`src/rtl/thread_capture_table_unit_assert.svh`:
```
// Assertion macros used by the thread capture table top module.
`ifndef THREAD_CAPTURE_TABLE_UNIT_ASSERT_SVH
`define THREAD_CAPTURE_TABLE_UNIT_ASSERT_SVH

`ifndef SYNTHESIS
`define TCT_ASSERT_SAME(label, clk, rst_n, ante, cons) \
  label: assert property (@(posedge clk) disable iff (!rst_n) (ante) |-> (cons)) \
    else $error("thread capture table check failed");
`define TCT_ASSERT_NEXT(label, clk, rst_n, ante, cons) \
  label: assert property (@(posedge clk) disable iff (!rst_n) (ante) |=> (cons)) \
    else $error("thread capture table check failed");
`else
`define TCT_ASSERT_SAME(label, clk, rst_n, ante, cons)
`define TCT_ASSERT_NEXT(label, clk, rst_n, ante, cons)
`endif

`endif

```
`src/rtl/tct_pkg.sv`:
```
package tct_pkg;

  localparam int TABLE_ENTRIES_DEF = 32;
  localparam logic [31:0] DEFAULT_HOVER_RESET = 32'd400;
  localparam logic [31:0] HOVER_USE_DEFAULT = 32'hFFFF_FFFF;
  localparam logic [1:0] HOVER_LEAVE_BOTH = 2'b11;

  typedef enum logic [2:0] {
    REQ_SET_CAPTURE   = 3'd0,
    REQ_RELEASE       = 3'd1,
    REQ_GET           = 3'd2,
    REQ_SET_FLAGS     = 3'd3,
    REQ_TRACK         = 3'd4,
    REQ_GET_WINDOW    = 3'd5,
    REQ_POSITION      = 3'd6,
    REQ_RELEASE_MATCH = 3'd7
  } req_t;

  typedef enum logic [1:0] {
    STAT_OK       = 2'd0,
    STAT_NOSPACE  = 2'd1,
    STAT_NOTFOUND = 2'd2
  } stat_t;

  // One table entry as held in the entry memory.
  typedef struct packed {
    logic [63:0] last_pos;
    logic [31:0] hover_time;
    logic [1:0]  hover_leave;
    logic [63:0] track_window;
    logic [31:0] flags;
    logic [63:0] capture_window;
  } entry_t;

  localparam int ENTRY_W = $bits(entry_t);

  typedef struct packed {
    logic lookup;
    logic execute;
  } cmd_t;

endpackage

```
`src/rtl/tct_ctrl.sv`:
```
module tct_ctrl (
  input  logic          clk,
  input  logic          rst_n,
  input  logic          in_valid,
  output logic          in_ready,
  output logic          out_valid,
  input  logic          out_ready,
  output tct_pkg::cmd_t cmd
);
  import tct_pkg::*;

  typedef enum logic [1:0] {
    ST_IDLE = 2'b01,
    ST_EXEC = 2'b10
  } state_t;

  state_t state_r, state_nxt;
  logic   out_valid_r, out_valid_nxt;
  logic   accept;

  assign in_ready = rst_n && (state_r == ST_IDLE) && (!out_valid_r || out_ready);
  assign accept   = in_valid && in_ready;

  always_comb begin
    state_nxt = state_r;
    case (state_r)
      ST_IDLE: begin
        if (accept) begin
          state_nxt = ST_EXEC;
        end
      end
      ST_EXEC: begin
        state_nxt = ST_IDLE;
      end
      default: begin
        state_nxt = ST_IDLE;
      end
    endcase
  end

  always_comb begin
    out_valid_nxt = out_valid_r;
    if (state_r == ST_EXEC) begin
      out_valid_nxt = 1'b1;
    end else if (out_ready) begin
      out_valid_nxt = 1'b0;
    end
  end

  always_ff @(posedge clk) begin
    if (!rst_n) begin
      state_r     <= ST_IDLE;
      out_valid_r <= 1'b0;
    end else begin
      state_r     <= state_nxt;
      out_valid_r <= out_valid_nxt;
    end
  end

  assign cmd.lookup  = accept;
  assign cmd.execute = (state_r == ST_EXEC);
  assign out_valid   = out_valid_r;

endmodule

```
`config.mk`:
```
export PLATFORM = sky130hd
export DESIGN_NAME = tct_ctrl
export DESIGN_NICKNAME = d
export VERILOG_FILES = /design/src/rtl/thread_capture_table_unit_assert.svh /design/src/rtl/tct_pkg.sv /design/src/rtl/tct_ctrl.sv
export SDC_FILE = /design/constraint.sdc
export NUM_CORES = 1
export LEC_CHECK = 0
export ABC_AREA = 1
export BUFFER_PORTS_ARGS = -buffer_cell sky130_fd_sc_hd__buf_2
export CAP_MARGIN = 20
export CORE_AREA = 3 3 40 42
export CTS_CLUSTER_DIAMETER = 50
export CTS_CLUSTER_SIZE = 14
export DETAILED_ROUTE_END_ITERATION = 6
export DIE_AREA = 0 0 43 45
export GPL_TIMING_DRIVEN = 0
export SETUP_SLACK_MARGIN = 0.05
export SYNTH_ARGS = -nofsm -noshare
export SYNTH_HDL_FRONTEND = slang
export SYNTH_SLANG_ARGS = --single-unit
```
`constraint.sdc`:
```
create_clock -name clk -period 1.21 [get_ports clk]
set_input_delay 0.121 -clock clk [delete_from_list [all_inputs] [get_ports clk]]
set_output_delay 0.121 -clock clk [all_outputs]
set_load 0.01 [all_outputs]
```
* Word-level counts from Yosys, hierarchy flattened
Cells that the tools add are included.
** Storage, ports and cells
- Bits in latches :: 0
- Memories :: 0
- Bits in registers :: 3
- Bits of input ports :: 4
- RAM bits :: 0
- Bits in read-only memories :: 0
- Word-level logic and storage cells :: 13
- Output and inout port bits :: 4
** Cells by class
- Multiply operators :: 0
- Bitwise logic cells :: 0
- Muxes and demuxes :: 2
- Divide/modulo/power cells :: 0
- Reduce and logical (&&, ||, !) cells :: 7
- Add/subtract/negate cells :: 0
- Shift-type cells :: 0
- Magnitude comparators :: 0
- Equal/unequal tests :: 2
** Operator list (count)
- $logic_and 1x1->1 :: 3
- $eq 2x1->1 const B :: 1
- $eq 2x2->1 const B :: 1
- $mux 1 :: 2
- $reduce_and 2->1 :: 1
- $reduce_bool 2->1 :: 1
- $logic_not 1->1 :: 1
- $logic_or 1x1->1 :: 1

* Logic depth before layout (Yosys ltp)
- Depth after elaboration :: 4
- Depth in mapped cells :: 5
- Gate-level depth less buffers :: 4

* Least setup slack after synthesis
Ideal clock, no wire load.
- Path kind :: register -> output
- From :: reg state_r[0]
- To :: out cmd[1] (netlist name)
- Cell stages (with the launch flop) :: 6
- Data required time :: 1.089 ns
- Buffers on the path :: 1
- Slack :: 0.376 ns
- Arrival :: 0.713 ns
- Path through :: dfxtp_1 -> nand2_1 -> nor2_2 -> nand2_2 -> nor2_1 -> buf_4
** Between the ends
- Word-level cells in the longest chain between the ends :: 4
** Ends and longest elaborated chain
- start, declared :: RTL line tct_ctrl.sv:17 : state_t state_r, state_nxt;
- start signal, assigned :: RTL line tct_ctrl.sv:55 : state_r <= state_nxt;
- $eq 2x1->1 :: RTL line tct_ctrl.sv:21 : assign in_ready = rst_n && (state_r == ST_IDLE) && (!out_valid_r || out_ready);
- $logic_and 1x1->1 (2 in series) :: RTL line tct_ctrl.sv:21
- $logic_and 1x1->1 :: RTL line tct_ctrl.sv:22 : assign accept = in_valid && in_ready;
- end, declared :: RTL line tct_ctrl.sv:8 : output tct_pkg::cmd_t cmd
No other way between the ends.

* Worst setup path after layout
- From :: reg state_r[0]
- To :: out in_ready
** Between the ends
- Word-level cells in the longest chain between the ends :: 3
** Ends and longest elaborated chain
- $eq 2x1->1 :: RTL line tct_ctrl.sv:21
- $logic_and 1x1->1 (2 in series) :: RTL line tct_ctrl.sv:21
- end, declared :: RTL line tct_ctrl.sv:5 : output logic in_ready,
No other way between the ends.

==> results_dict.tcl <==
set metrics [dict create \
    status "finished clean" \
    worst_pin_slew_ns 0.1287 \
    finalClockSkew_ns 0.002235 \
    worst_ep_arrival_time_ns 1.01 \
    max-slew-margin-rel_pct 91.40 \
    reg2reg_depth 5 \
    required_ns 1.09 \
    synth_top_area_share_pct 43.64 \
    cp-end-kind "primary output" \
    hold_buffers 0 \
    power_uw 330.4 \
    start_kind "register" \
    setup_viol 0 \
    post-synth-top-count-cell "inv_1" \
    fp.dieW_um 43 \
    track_usage_pct 4.246 \
    critPathTopFamily "flip-flops" \
    swShare_pct 22.70 \
    grt_max_degree 4 \
    nets 35 \
    power_density_nw_per_um2 1347 \
    async_reset_ff_share_pct 0 \
    ant_nets 0 \
    gp_congestion 0.5974 \
    synth_top_cell_by_area "dfxtp_1" \
    r2r_setup_slack_ns 0.43 \
    finalCriticalPeriod_ns 1.135 \
    p_switching_uw 75.01 \
    ioPinCount 8 \
    num_rows 13 \
    grt_busiest_layer "met2" \
    drt_wl_total_um 287 \
    syn_avg_cell_area_um2 7.244 \
    r2r-end "state_r[1]" \
    synth_area_um2 137.6 \
    path_cells "nand2_2, nor2_4, nand2_2, buf_6, inv_2, buf_6" \
    min-delay-start "in_valid" \
    n_antenna_cell 0 \
    syn2layout_area_growth_pct 78.18 \
    port_buffers 7 \
    netlist_instances 19 \
    die_h_um 45 \
    via_per_inst 3.133 \
    r2r_start "state_r[0]" \
    synth_cell_types 9 \
    gr-usage-met1_pct 3.373 \
    final-max-slew-violation-count 0 \
    syn_nets 23 \
    slowest_stage "dfxtp_2" \
    remaining_drc_errors 0 \
    ys_warn_count 0 \
    cap_violations 0 \
    die_area_um2 1935 \
    path_buf_inv 3 \
    grt_pass1_wl_um 531 \
    synth_common_cells "inv_1, dfxtp_1, nand2_1" \
    grt-ovfl-total 0 \
    fmax_mhz 880.9 \
    wire_per_inst_um 6.378 \
    comb_power_share_pct 14.8 \
    clock-sinks 3 \
    stdcell_area_um2 245.2 \
    crit_type "reg -> out" \
    p_seq_share_pct 32.8 \
    hp-class "in -> reg" \
    ys_seq_area_share_pct 43.64 \
    finalHoldViolCount 0 \
    finalCritPeriodShare_pct 93.82 \
    min_to "state_r[0]" \
    vias 141 \
    firstDrtPassIters 2 \
    internal-power_uw 255.4 \
    clockRootBuffer "clkbuf_4" \
    placed_area_um2 191.4 \
    p_leak_nw 0.1389 \
    h-tree-depth 1 \
    clock_latency_ns 0.23 \
    pwr-share-clk_pct 52.4 \
    core_area_um2 1285 \
    post-place-ws_ns 0.2336 \
    ys_ff_latch 3 \
    first_global_vias 153 \
    antenna_found_initial 0 \
    cts.path.max_buffers 2 \
    rsz0062_at_grt "true" \
    use_met3_pct 4.781 \
    synth_edf_count 0 \
    cts_tree "built" \
    fin_ws_ns 0.07480 \
    cts-buffers-inserted 3 \
    clk_pin_slew_worst_paths_ns 0.04 \
    peakVddDrop_v 0.0003731 \
    yosys-top-cells-area "dfxtp_1, inv_1, buf_4" \
    hpwlAfterDp_um 226 \
    drt-initial-drc-count 3 \
    critPathMaxStageDelay_ns 0.32 \
    initial_utilization_pct 10.71 \
    ys.flop_type "dfxtp_1" \
    holdPathStages 2 \
    met2_usage_pct 5.689 \
    worst-path-max-fanout 2 \
    drive_gt1_share_pct 60.00 \
]
[state kept, by name (all words and copies together), names as in the netlist]
| signal | cells |
|---|---|
| state_r | 2 |
| out_valid | 1 |
[logic make-up (layout without fill, tap and decap cells)]
kind of cell | after synthesis | after routing | synth area share (%)
and+or+nand+nor | 8 | 8 | 26.37
buffers and inverters | 7 | 18 | 24.54
DFF | 3 | 3 | 43.64
AOI/OAI and AO/OA | 1 | 1 | 5.457
[metal layers]
| metal | wire (µm) | up-vias |
|---|---|---|
| met5 | 0 | - |
| li1 | - | 75 |
| met3 | 67 | 0 |
| met2 | 92 | 10 |
| met4 | 0 | 0 |
| met1 | 127 | 56 |
[worst register-to-register path, stage by stage, from the launching register on]
cell and delay (ns):
dfxtp_2 0.32, nand2_2 0.06, nor2_4 0.09, nand2_2 0.07, buf_6 0.12, nor2_1 0.07
[through the flow]
step / hold WS (ns) / TNS (ns) / std cells / utilization [%]
CTS: 0.08022 / -0.01101 / 46 / 18.70
finish: 0.08567 / 0 / 45 / 19.08
detailed placement: 0.3277 / 0 / 41 / 14.90
global placement: 0.3252 / 0 / 41 / 14.90
global route: 0.08620 / -0.007249 / 45 / 19.08
floorplan: 0.2051 / 0 / 19 / -
[layout by cell type (no fill, tap or decap), drive strengths merged]
master,count
nor2,3
nand2,4
nand3,1
clkbuf,4
inv,5
a21boi,1
dfxtp,3
buf,9
[area by class of cell]
cell class | instances | area, µm²
fill | 147 | 1040
multi-input combinational | 9 | 53.80
buffer | 1 | 7.507
clock buffer | 4 | 26.28
sequential | 3 | 61.31
timing repair buffer | 8 | 58.81
inverter | 5 | 18.77
tap | 15 | 18.77
[worst max path at each step]
stage          endpoint  startpoint  cells past startpoint  slack [ns]
2_1_floorplan    cmd[1]  state_r[0]                      5        0.38
3_3_place_gp     cmd[1]  state_r[0]                      6        0.26
3_5_place_dp     cmd[1]  state_r[0]                      6        0.23
4_1_cts          cmd[1]  state_r[0]                      6       -0.01
5_1_grt        in_ready  state_r[0]                      6      -0.007
6_report       in_ready  state_r[0]                      6        0.07
[what timing repair did]
item / CTS / global route
setup buffers: 1 / 0
pin swaps: 2 / 3
gates resized for setup: 4 / 4
endpoints found under the setup margin: 1 / 2
[power by group through the flow]
stage          Sequential, mW  Clock, mW  Combinational [mW]
6_report                0.108      0.173              0.0490
5_1_grt                 0.109      0.189              0.0548
4_1_cts                 0.108      0.182              0.0448
3_5_place_dp            0.108          0              0.0342
3_3_place_gp            0.108          0              0.0332
2_1_floorplan           0.108          0              0.0208
(Power assumes the default switching activity.)
